### src/rtl/srtf_pkg.sv
// Shared constants, types and helper functions for the SRTF scheduler.
package srtf_pkg;

    localparam int MAX_PROCS = 16;
    localparam int TIME_BITS = 22;
    localparam int IDX_W     = $clog2(MAX_PROCS);
    localparam int CNT_W     = 5;
    localparam int DATA_W    = 16;
    localparam int OUT_W     = 22;
    localparam int SUM_W     = 26;
    localparam int CMD_W     = 2;
    localparam int S_DATA_W  = 40;
    localparam int M_DATA_W  = 152;

    localparam logic [CMD_W-1:0] CMD_LOAD    = 2'd0;
    localparam logic [CMD_W-1:0] CMD_TICK    = 2'd1;
    localparam logic [CMD_W-1:0] CMD_RESTART = 2'd2;

    localparam logic [CNT_W-1:0]     DONE_MAX  = 5'd31;
    localparam logic [TIME_BITS-1:0] TIME_MAX  = {TIME_BITS{1'b1}};
    localparam logic [31:0]          OUT_MAX32 = 32'((64'd1 << OUT_W) - 64'd1);
    localparam logic [SUM_W-1:0]     SUM_MAX   = {SUM_W{1'b1}};

    // Best candidate so far, handed from cell to cell during a scan
    typedef struct packed {
        logic              found;
        logic [IDX_W-1:0]  idx;
        logic [DATA_W-1:0] rem;
        logic [DATA_W-1:0] arr;
        logic [DATA_W-1:0] bur;
    } cand_t;

    // Broadcast from the controller to every cell
    typedef struct packed {
        logic                 load;
        logic                 restart;
        logic                 dec;
        logic [IDX_W-1:0]     sel_idx;
        logic [DATA_W-1:0]    arr;
        logic [DATA_W-1:0]    bur;
        logic [CNT_W-1:0]     n;
        logic [TIME_BITS-1:0] slot;
    } cell_ctrl_t;

    function automatic logic [OUT_W-1:0] sat_out(input logic [TIME_BITS-1:0] v);
        logic [31:0] w;
        w = 32'(v);
        sat_out = (w > OUT_MAX32) ? OUT_W'(OUT_MAX32) : OUT_W'(w);
    endfunction

    function automatic logic [SUM_W-1:0] sat_sum(input logic [SUM_W-1:0] a,
                                                  input logic [TIME_BITS-1:0] b);
        logic [32:0] s;
        s = 33'(a) + 33'(b);
        sat_sum = (s > 33'(SUM_MAX)) ? SUM_MAX : s[SUM_W-1:0];
    endfunction

endpackage

### src/rtl/srtf_cell.sv
// One process table entry; compares itself against the passing candidate.
module srtf_cell
    import srtf_pkg::*;
(
    input  logic             clk,
    input  logic             rst_n,
    input  logic [IDX_W-1:0] cell_id,
    input  cell_ctrl_t       ctrl,
    input  logic             in_valid,
    input  cand_t            in_rec,
    output logic             out_valid,
    output cand_t            out_rec
);

    logic [DATA_W-1:0] rem_reg;
    logic [DATA_W-1:0] arr_reg;
    logic [DATA_W-1:0] bur_reg;
    logic              written_reg;
    logic              out_valid_reg;
    cand_t             out_rec_reg;
    cand_t             out_rec_next;
    logic              hit;
    logic              eligible;
    logic              take;

    assign hit      = (ctrl.sel_idx == cell_id);
    assign eligible = (CNT_W'(cell_id) < ctrl.n) && (rem_reg != '0)
                      && (TIME_BITS'(arr_reg) <= ctrl.slot);
    assign take     = eligible && (!in_rec.found || (rem_reg < in_rec.rem));

    always_comb
    begin
        if (take)
        begin
            out_rec_next.found = 1'b1;
            out_rec_next.idx   = cell_id;
            out_rec_next.rem   = rem_reg;
            out_rec_next.arr   = arr_reg;
            out_rec_next.bur   = bur_reg;
        end
        else
        begin
            out_rec_next = in_rec;
        end
    end

    always_ff @(posedge clk or negedge rst_n)
    begin
        if (!rst_n)
        begin
            rem_reg       <= '0;
            written_reg   <= 1'b0;
            out_valid_reg <= 1'b0;
        end
        else
        begin
            out_valid_reg <= in_valid;
            if (ctrl.load && hit)
            begin
                written_reg <= 1'b1;
                rem_reg     <= ctrl.bur;
            end
            else if (ctrl.restart)
            begin
                rem_reg <= written_reg ? bur_reg : '0;
            end
            else if (ctrl.dec && hit)
            begin
                rem_reg <= rem_reg - DATA_W'(1);
            end
        end
    end

    always_ff @(posedge clk)
    begin
        out_rec_reg <= out_rec_next;
        if (ctrl.load && hit)
        begin
            arr_reg <= ctrl.arr;
            bur_reg <= ctrl.bur;
        end
    end

    assign out_valid = out_valid_reg;
    assign out_rec   = out_rec_reg;

endmodule

### src/rtl/srtf_scheduler_core.sv
// Shortest-remaining-time-first scheduler: controller and row of table cells.
//
// Load and restart transactions produce no result. A tick transaction runs a scan
// along a row of MAX_PROCS cells, one cell per cycle, each keeping the best
// candidate so far; then the calc state computes the completion figures and the
// fin state, once the output side is free, updates the sums and loads the output
// register. The next transaction is accepted in the cycle after the result is
// registered. The process_count register is written on the cfg channel, which is
// always ready.
module srtf_scheduler_core
    import srtf_pkg::*;
(
    input  logic                clk,
    input  logic                rst_n,
    input  logic                s_tvalid,
    output logic                s_tready,
    // [3:0] proc_index, [19:4] arrival, [35:20] burst, [39:36] zero
    input  logic [S_DATA_W-1:0] s_tdata,
    // [1:0] cmd
    input  logic [CMD_W-1:0]    s_tuser,
    output logic                m_tvalid,
    input  logic                m_tready,
    // [21:0] slot_time, [25:22] proc_id, [26] proc_done, [48:27] completion,
    // [70:49] turnaround, [92:71] waiting, [118:93] sum_waiting,
    // [144:119] sum_turnaround, [145] all_done, [151:146] zero
    output logic [M_DATA_W-1:0] m_tdata,
    // [0] busy_res
    output logic                m_tuser,
    input  logic                cfg_valid,
    output logic                cfg_ready,
    input  logic [CNT_W-1:0]    cfg_data
);

    typedef enum logic [1:0] {ST_IDLE, ST_SCAN, ST_CALC, ST_FIN} state_t;

    state_t               state_reg;
    logic                 scan_start_reg;
    logic [TIME_BITS-1:0] cur_time_reg;
    logic [CNT_W-1:0]     done_count_reg;
    logic [SUM_W-1:0]     wait_total_reg;
    logic [SUM_W-1:0]     tat_total_reg;
    logic [CNT_W-1:0]     pcount_reg;
    cand_t                best_reg;
    logic                 done_reg;
    logic [TIME_BITS-1:0] comp_reg;
    logic [TIME_BITS-1:0] tat_reg;
    logic [TIME_BITS-1:0] wait_reg;
    logic                 m_tvalid_reg;
    logic [M_DATA_W-1:0]  m_tdata_reg;
    logic                 m_tuser_reg;

    logic                 s_accept;
    logic [CNT_W-1:0]     n_used;
    logic [TIME_BITS-1:0] time_next;
    logic                 done_next;
    logic [TIME_BITS-1:0] comp_next;
    logic [TIME_BITS-1:0] tat_next;
    logic [TIME_BITS-1:0] wait_next;
    logic [SUM_W-1:0]     wait_total_next;
    logic [SUM_W-1:0]     tat_total_next;
    logic [CNT_W-1:0]     done_count_next;
    logic                 out_free;
    cell_ctrl_t           ctrl;

    cand_t                chain_rec [MAX_PROCS+1];
    logic                 chain_vld [MAX_PROCS+1];

    assign s_tready  = (state_reg == ST_IDLE);
    assign s_accept  = s_tvalid && s_tready;
    assign cfg_ready = 1'b1;
    assign out_free  = !m_tvalid_reg || m_tready;

    assign n_used = (pcount_reg > CNT_W'(MAX_PROCS)) ? CNT_W'(MAX_PROCS) : pcount_reg;

    assign ctrl.load    = s_accept && (s_tuser == CMD_LOAD);
    assign ctrl.restart = s_accept && (s_tuser == CMD_RESTART);
    assign ctrl.dec     = (state_reg == ST_CALC) && best_reg.found;
    assign ctrl.sel_idx = (state_reg == ST_CALC) ? best_reg.idx : s_tdata[IDX_W-1:0];
    assign ctrl.arr     = s_tdata[19:4];
    assign ctrl.bur     = s_tdata[35:20];
    assign ctrl.n       = n_used;
    assign ctrl.slot    = cur_time_reg;

    assign chain_rec[0] = '0;
    assign chain_vld[0] = scan_start_reg;

    for (genvar i = 0; i < MAX_PROCS; i++)
    begin : g_cell
        srtf_cell u_cell (
            .clk       (clk),
            .rst_n     (rst_n),
            .cell_id   (IDX_W'(i)),
            .ctrl      (ctrl),
            .in_valid  (chain_vld[i]),
            .in_rec    (chain_rec[i]),
            .out_valid (chain_vld[i+1]),
            .out_rec   (chain_rec[i+1])
        );
    end

    assign time_next = (cur_time_reg == TIME_MAX) ? cur_time_reg
                                                  : cur_time_reg + TIME_BITS'(1);
    assign done_next = best_reg.found && (best_reg.rem == DATA_W'(1));
    assign comp_next = done_next ? time_next : '0;

    always_comb
    begin
        tat_next  = '0;
        wait_next = '0;
        if (done_next)
        begin
            if (comp_next >= TIME_BITS'(best_reg.arr))
                tat_next = comp_next - TIME_BITS'(best_reg.arr);
            if (tat_next >= TIME_BITS'(best_reg.bur))
                wait_next = tat_next - TIME_BITS'(best_reg.bur);
        end
    end

    assign wait_total_next = sat_sum(wait_total_reg, wait_reg);
    assign tat_total_next  = sat_sum(tat_total_reg, tat_reg);
    assign done_count_next = (done_reg && (done_count_reg < DONE_MAX))
                             ? done_count_reg + CNT_W'(1) : done_count_reg;

    always_ff @(posedge clk or negedge rst_n)
    begin
        if (!rst_n)
        begin
            state_reg      <= ST_IDLE;
            scan_start_reg <= 1'b0;
            cur_time_reg   <= '0;
            done_count_reg <= '0;
            wait_total_reg <= '0;
            tat_total_reg  <= '0;
            pcount_reg     <= CNT_W'(16);
            best_reg       <= '0;
            done_reg       <= 1'b0;
            comp_reg       <= '0;
            tat_reg        <= '0;
            wait_reg       <= '0;
            m_tvalid_reg   <= 1'b0;
            m_tdata_reg    <= '0;
            m_tuser_reg    <= 1'b0;
        end
        else
        begin
            scan_start_reg <= s_accept && (s_tuser == CMD_TICK);
            if (cfg_valid)
                pcount_reg <= cfg_data;
            if ((state_reg == ST_FIN) && out_free)
                m_tvalid_reg <= 1'b1;
            else if (m_tready)
                m_tvalid_reg <= 1'b0;

            unique case (state_reg)
                ST_IDLE:
                begin
                    if (s_accept)
                    begin
                        if (s_tuser == CMD_TICK)
                        begin
                            state_reg      <= ST_SCAN;
                        end
                        else if (s_tuser == CMD_RESTART)
                        begin
                            cur_time_reg   <= '0;
                            done_count_reg <= '0;
                            wait_total_reg <= '0;
                            tat_total_reg  <= '0;
                        end
                    end
                end
                ST_SCAN:
                begin
                    if (chain_vld[MAX_PROCS])
                    begin
                        best_reg  <= chain_rec[MAX_PROCS];
                        state_reg <= ST_CALC;
                    end
                end
                ST_CALC:
                begin
                    done_reg  <= done_next;
                    comp_reg  <= comp_next;
                    tat_reg   <= tat_next;
                    wait_reg  <= wait_next;
                    state_reg <= ST_FIN;
                end
                ST_FIN:
                begin
                    if (out_free)
                    begin
                        cur_time_reg   <= time_next;
                        done_count_reg <= done_count_next;
                        wait_total_reg <= wait_total_next;
                        tat_total_reg  <= tat_total_next;
                        m_tuser_reg    <= best_reg.found;
                        m_tdata_reg    <= {6'd0,
                                           done_count_next >= n_used,
                                           tat_total_next,
                                           wait_total_next,
                                           sat_out(wait_reg),
                                           sat_out(tat_reg),
                                           sat_out(comp_reg),
                                           done_reg,
                                           best_reg.found ? best_reg.idx : IDX_W'(0),
                                           sat_out(cur_time_reg)};
                        state_reg      <= ST_IDLE;
                    end
                end
                default:
                begin
                    state_reg <= ST_IDLE;
                end
            endcase
        end
    end

    assign m_tvalid = m_tvalid_reg;
    assign m_tdata  = m_tdata_reg;
    assign m_tuser  = m_tuser_reg;

endmodule

### config.mk
export PLATFORM = sky130hd
export DESIGN_NAME = srtf_scheduler_core
export DESIGN_NICKNAME = d
export VERILOG_FILES = /design/src/rtl/srtf_pkg.sv /design/src/rtl/srtf_cell.sv /design/src/rtl/srtf_scheduler_core.sv
export SDC_FILE = /design/constraint.sdc
export NUM_CORES = 2
export LEC_CHECK = 0
export BUFFER_PORTS_ARGS = -buffer_cell sky130_fd_sc_hd__buf_2
export CAP_MARGIN = 25
export CORE_UTILIZATION = 40
export DETAILED_ROUTE_END_ITERATION = 12
export GPL_ROUTABILITY_DRIVEN = 1
export MAX_ROUTING_LAYER = met4
export PLACE_DENSITY = 0.57
export REMOVE_ABC_BUFFERS = 1
export SYNTH_ARGS = -nofsm -noshare
export SYNTH_HDL_FRONTEND = slang
export SYNTH_HIERARCHICAL = 1
export SYNTH_SLANG_ARGS = --single-unit
### constraint.sdc
create_clock -name clk -period 8.4 [get_ports clk]
set_input_delay 0.84 -clock clk [delete_from_list [all_inputs] [get_ports clk]]
set_output_delay 0.84 -clock clk [all_outputs]
set_load 0.005 [all_outputs]
* Yosys cells after proc, flatten, opt, wreduce, memory -nomap -nowiden
Cells that the tools add are included.
** Cells by class
- Mux-type cells :: 117
- Eq/ne operators :: 28
- Add/subtract/negate cells :: 22
- Reductions and logical operators :: 160
- Order comparisons :: 54
** Operator list (number)
- 16-bit 2-to-1 mux :: 64
- 48-bit 2-to-1 mux :: 15
- 16-bit by 22-bit <= comparator with 1-bit output :: 16
- 16-bit nonzero test :: 16
- 16-bit by 1-bit subtractor with 16-bit output (second input constant) :: 16
- 22-bit 2-to-1 mux :: 11
- 16-bit < comparator :: 15
- 26-bit 2-to-1 mux :: 7
- 26-bit one-hot mux with 2 select lines :: 2
- 1-bit logical AND :: 87
- 26-bit by 22-bit adder with 27-bit output :: 2
- 27-bit by 26-bit greater-than comparator with 1-bit output (second input constant) :: 2
- 53-bit 2-to-1 mux :: 1
- 3-bit nonzero test :: 16
- 22-bit by 16-bit >= comparator with 1-bit output :: 2
- 22-bit one-hot mux with 2 select lines :: 1
- 22-bit by 16-bit subtractor with 22-bit output :: 2
- 4-bit by 5-bit < comparator with 1-bit output (first input constant) :: 8
- 4-bit == test (second input constant) :: 8
- 5-bit 2-to-1 mux :: 6
- 22-bit by 1-bit adder with 22-bit output (second input constant) :: 1
- 22-bit == test (second input constant) :: 1
- 3-bit by 5-bit < comparator with 1-bit output (first input constant) :: 4
- 16-bit by 1-bit == test with 1-bit output (second input constant) :: 1
- other kinds (26) :: 77
** Storage, ports and cells
- Register bits :: 2003
- Output and inout bits :: 156
- Word-level logic and storage cells :: 560

* Depth between registers and ports, before layout
- Word-level depth :: 9
- Gate-level depth with buffers :: 35
- Gate-level depth less buffers :: 32

* By module
The synthesis kept the hierarchy.
** By module, submodules not included
- srtf_cell :: area each 4853.4 µm², cells an instance 428, times used 16, seq. area each 2472.4 µm²
- srtf_scheduler_core :: area each 18851.8 µm², cells an instance 1965, times used 1, seq. area each 8884.8 µm²

* Worst setup path before layout
Ideal clock, no wire load.
- Kind :: register to register
- Start :: register cur_time_reg[0]
- End :: register wait_reg[2]
- Path buffers :: 4
- Required time :: 8.278 ns
- Arrival time :: 7.159 ns
- Cell stages (with the launch flop) :: 34
- Path slack :: 1.119 ns
- Setup time :: 0.122 ns
- Cells stage by stage :: dfrtp_1 ha_1 nand4_1 nor4_4 buf_2 a21oi_1 and3_1 clkbuf_1 and3_1 and3_1 xnor2_1 nor2_1 ha_1 and3_1 a31oi_1 o31ai_1 a221oi_4 nand3_2 or3_1 buf_6 nand2b_1 ha_1 inv_1 fa_1 a21oi_1 o22ai_1 o41a_1 and4_1 nor2_1 a21oi_1 a31o_2 o41ai_4 buf_6 o2bb2ai_1
** Between the ends
- Word-level cells in the longest chain between the ends :: 9
** Ends and longest elaborated chain
- from (decl) :: RTL line srtf_scheduler_core.sv:38 : logic [TIME_BITS-1:0] cur_time_reg;
- from (signal assigned) :: RTL line srtf_scheduler_core.sv:192 : cur_time_reg <= time_next;
- 22-bit by 1-bit adder with 22-bit output / 22-bit == test (equally long branches) :: RTL line srtf_scheduler_core.sv:102, srtf_scheduler_core.sv:101
- 22-bit 2-to-1 mux (*) :: RTL line srtf_scheduler_core.sv:101 : assign time_next = (cur_time_reg == TIME_MAX) ? cur_time_reg
- 22-bit 2-to-1 mux (*) :: RTL line srtf_scheduler_core.sv:104 : assign comp_next = done_next ? time_next : '0;
- named net comp_next[11] :: RTL line srtf_scheduler_core.sv:56 : logic [TIME_BITS-1:0] comp_next;
- 22-bit by 16-bit >= comparator with 1-bit output / 22-bit by 16-bit subtractor with 22-bit output (equally long branches) :: RTL line srtf_scheduler_core.sv:112, srtf_scheduler_core.sv:113
- 22-bit 2-to-1 mux (*) :: RTL line srtf_scheduler_core.sv:112 : if (comp_next >= TIME_BITS'(best_reg.arr))
- 22-bit 2-to-1 mux (*) :: RTL line srtf_scheduler_core.sv:110 : if (done_next)
- 22-bit by 16-bit subtractor with 22-bit output / 22-bit by 16-bit >= comparator with 1-bit output (equally long branches) :: RTL line srtf_scheduler_core.sv:115, srtf_scheduler_core.sv:114
- 22-bit 2-to-1 mux (*) :: RTL line srtf_scheduler_core.sv:114 : if (tat_next >= TIME_BITS'(best_reg.bur))
- 22-bit 2-to-1 mux (*) :: RTL line srtf_scheduler_core.sv:110
- to (signal assigned) :: RTL line srtf_scheduler_core.sv:185 : wait_reg <= wait_next;
- to (decl) :: RTL line srtf_scheduler_core.sv:47 : logic [TIME_BITS-1:0] wait_reg;
Mark *: on every way through the listed nets, which the timed path passes. The rest lies on a longest branch. The select of a mux whose other input is x is not followed.
A chain may end at the register's enable or synchronous reset.

* Worst setup path after layout
- Start :: register cur_time_reg[0]
- End :: register wait_reg[19]
** Between the ends
- Word-level cells in the longest chain between the ends :: 9
** Ends and longest elaborated chain (RTL line)
- 22-bit by 1-bit adder with 22-bit output / 22-bit == test (equally long branches) :: srtf_scheduler_core.sv:102, srtf_scheduler_core.sv:101
- 22-bit 2-to-1 mux (*) :: srtf_scheduler_core.sv:101
- 22-bit 2-to-1 mux (*) :: srtf_scheduler_core.sv:104
- named net comp_next[12] :: srtf_scheduler_core.sv:56
- 22-bit by 16-bit subtractor with 22-bit output / 22-bit by 16-bit >= comparator with 1-bit output (equally long branches) :: srtf_scheduler_core.sv:113, srtf_scheduler_core.sv:112
- 22-bit 2-to-1 mux (*) :: srtf_scheduler_core.sv:112
- 22-bit 2-to-1 mux (*) :: srtf_scheduler_core.sv:110
- 22-bit by 16-bit subtractor with 22-bit output / 22-bit by 16-bit >= comparator with 1-bit output (equally long branches) :: srtf_scheduler_core.sv:115, srtf_scheduler_core.sv:114
- 22-bit 2-to-1 mux (*) :: srtf_scheduler_core.sv:114
- 22-bit 2-to-1 mux (*) :: srtf_scheduler_core.sv:110
Marked as above.

==> flow_metrics.tcl <==
set metrics [dict create \
    place.gp.congestion 0.900 \
    synthArstFlopShare 0.321 \
    cts_buffers 214 \
    synthCells 8813 \
    p_clk_frac 0.268 \
    combPwrFrac 0.333 \
    yosys_warnings 6 \
    slowest_stage "or3_1" \
    synth_cell_types 95 \
    synthesis.area_mm2 0.0965 \
    clock-root-buffer "clkbuf_16" \
    overflow 0 \
    powerDensity_mw_per_mm2 336 \
    largest_reg_flops 848 \
    required_ns 9.13 \
    finalHoldViolations 0 \
    core-area_mm2 0.239 \
    netlist_top_cells_area "dfxtp_1, dfrtp_1, edfxtp_1, mux2_2, ha_1" \
    routed_wirelength_um 268000 \
    power.net_switching_mw 12.8 \
    setup_slack_ns 0.665 \
    hpwlAfterDp_um 188000 \
    worst_pin_slew_ns 1.13 \
    antenna_found_initial 9 \
    nNetsFinal 10000 \
    io_buffer_count 196 \
    status "complete, no violations" \
    ios 208 \
    synthFlopType "dfxtp_1" \
    seq_power_share 0.399 \
    startpoint_type "register" \
    ant_nets 0 \
    routedWlPerCell_um 21.1 \
    grt_max_degree 127 \
    cts_max_path_buffers 3 \
    power_mw 36.8 \
    final_cells 12700 \
    ir_worst_vdd_uv 239 \
    synth_seq_cells 2003 \
    clock-sinks 2003 \
    drt_first_pass_iters 6 \
    dieArea_mm2 0.243 \
    pre_cts_slack_ns 0.518 \
    slew_headroom 0.244 \
    crit_path_end_kind "register" \
    cts_tree "yes" \
    grt_usage 0.223 \
    yosysSeqAreaShare 0.502 \
    synth_edf_count 512 \
    initial_utilization 0.404 \
    yosysTopAreaCell "dfxtp_1" \
    finalClockSkew_ns 0.0617 \
    chipHeight_um 493 \
    first_iter_violations 4593 \
    insertion_delay_ns 0.89 \
    htreeDepth 4 \
    yosysTopAreaCellShare 0.176 \
    p_sw_frac 0.348 \
    route.detailed.drc 0 \
    area_delta_synth_final_pct 13.4 \
    period_needed_ns 7.74 \
    rsz0062_at_grt "no" \
    place_inst 12300 \
    die_x_um 493 \
    setup_violations 0 \
    cts.reportedPaths.clkPinSlew_ns 0.06 \
    finalCritPeriodShare 0.921 \
    crit_type "reg2reg" \
    worst-path-max-fanout 21 \
    rows 179 \
    slowest_delay_ns 0.59 \
    cp.arrival_ns 8.46 \
    hold_path_class "in2reg" \
    drv_slew 0 \
    drv_cap 0 \
    final.fill_count 22100 \
    fmax_mhz 129 \
    grt_pass1_vias 67000 \
    p_leak_nw 47.0 \
    cts_setup_buffers 0 \
    grt_first_pass_wirelength_um 409000 \
    syn_area_per_cell_um2 11.0 \
    p_int_mw 24.0 \
    drive_gt1_frac 0.189 \
    vias_per_cell 5.28 \
    num_vias 67000 \
]
## power by group through the flow
stage / Clock (mW) / Combinational (mW) / Sequential (mW)
finish: 9.88 / 12.2 / 14.7
global route: 10.5 / 13.6 / 15.0
CTS: 10.1 / 12.3 / 14.7
detailed placement: 0 / 12.1 / 14.9
global placement: 0 / 11.8 / 14.9
floorplan: 0 / 8.94 / 14.0
## per-stage QoR
step / setup TNS, ns / hold slack (ns) / utilization / instance area (µm²)
finish: 0 / 0.200 / 0.458 / 109000
global route: 0 / 0.162 / 0.458 / 109000
CTS: 0 / 0.132 / 0.458 / 109000
detailed placement: 0 / 0.335 / 0.427 / 102000
global placement: 0 / 0.333 / 0.427 / 102000
floorplan: -101.81 / 0.331 / - / 95600
## synth_stat cells (all sizes together), types with 20 or more instances
library cell,count
a211oi,54
a21o,91
a21oi,307
a221oi,35
a31oi,46
and2,29
buf,111
clkbuf,224
dfrtp,642
dfxtp,848
edfxtp,512
ha,648
inv,694
mux2,899
mux2i,194
nand2,1031
nand2b,80
nand3,185
nand3b,20
nand4,109
nand4b,34
nor2,254
nor2b,43
nor3,67
nor4,87
o211ai,76
o21a,51
o21ai,646
o21bai,25
o221ai,21
o2bb2ai,30
o31ai,61
or2,24
or3,39
or4,96
xnor2,85
xor2,255
## worst max-delay path: cells and delay by family, from the launching register on
| kind | cells | cell delay [ns] |
|---|---|---|
| compound gates | 10 | 2.44 |
| fa+ha+maj | 4 | 1.28 |
| buf+inv | 3 | 0.57 |
| flops | 1 | 0.39 |
| xor+xnor | 1 | 0.16 |
| simple gates | 14 | 2.75 |
## area by class of cell
cell class | instances | area [µm²] | area share
Clock inverter | 98 | 1260 | 0.0115
Inverter | 694 | 2610 | 0.0239
Multi-Input combinational cell | 6046 | 44600 | 0.408
Antenna cell | 2 | 5.00 | 0.0000457
Sequential cell | 2003 | 48400 | 0.443
Clock buffer | 312 | 6190 | 0.0565
Tap cell | 3167 | 3960 | 0.0362
Timing Repair Buffer | 361 | 2350 | 0.0215
## per-layer routing
metal,vias up,global-route usage,wire length (µm)
li1,32000,-,-
met1,33200,0.284,119000
met2,1394,0.380,133000
met3,365,0.0236,9920
met4,0,0.0549,6100
met5,-,-,0
## cell families after synthesis
| kind of cell | synth area share |
|---|---|
| buf+inv | 0.0470 |
| other cells | 0.0000778 |
| flops | 0.502 |
| xor+xnor | 0.0309 |
| simple gates | 0.107 |
| fa+ha+maj | 0.0848 |
| compound gates | 0.103 |
| mux | 0.125 |
## cell usage in the layout (no fill, tap or decap), types with 194 or more instances in the layout
| master | count |
|---|---|
| ha_1 | 647 |
| conb_1 | 267 |
| o21ai_0 | 644 |
| dfxtp_1 | 848 |
| clkbuf_16 | 218 |
| mux2i_1 | 194 |
| nor2_1 | 252 |
| buf_2 | 196 |
| nand2_1 | 1028 |
| a21oi_1 | 290 |
| inv_1 | 693 |
| mux2_2 | 899 |
| edfxtp_1 | 512 |
| xor2_1 | 255 |
| dfrtp_1 | 642 |
## final timing paths
| path | startpoint | to | cells past startpoint | slack, ns |
|---|---|---|---|---|
| max reg2reg | cur_time_reg[0] | wait_reg[19] | 32 | 0.66 |
| max in group asynchronous | rst_n | g_cell[1].u_cell/written_reg | 4 | 5.81 |
| min | cfg_data[4] | pcount_reg[4] | 3 | 0.20 |
| max | cur_time_reg[0] | wait_reg[19] | 32 | 0.66 |
| min in group asynchronous | rst_n | m_tdata[74] | 2 | 0.60 |
| min reg2reg | g_cell[14].u_cell/out_valid | g_cell[15].u_cell/out_valid | 0 | 0.34 |
## timing repair
| action | 4_1_cts | 5_1_grt |
|---|---|---|
| gates resized for setup | 0 | 4 |
| hold endpoints to repair | 59 | 0 |
| endpoints found under the setup margin | 0 | 18 |
| hold buffers | 1 | 0 |
Note: power is estimated with default switching activity, not from simulation.
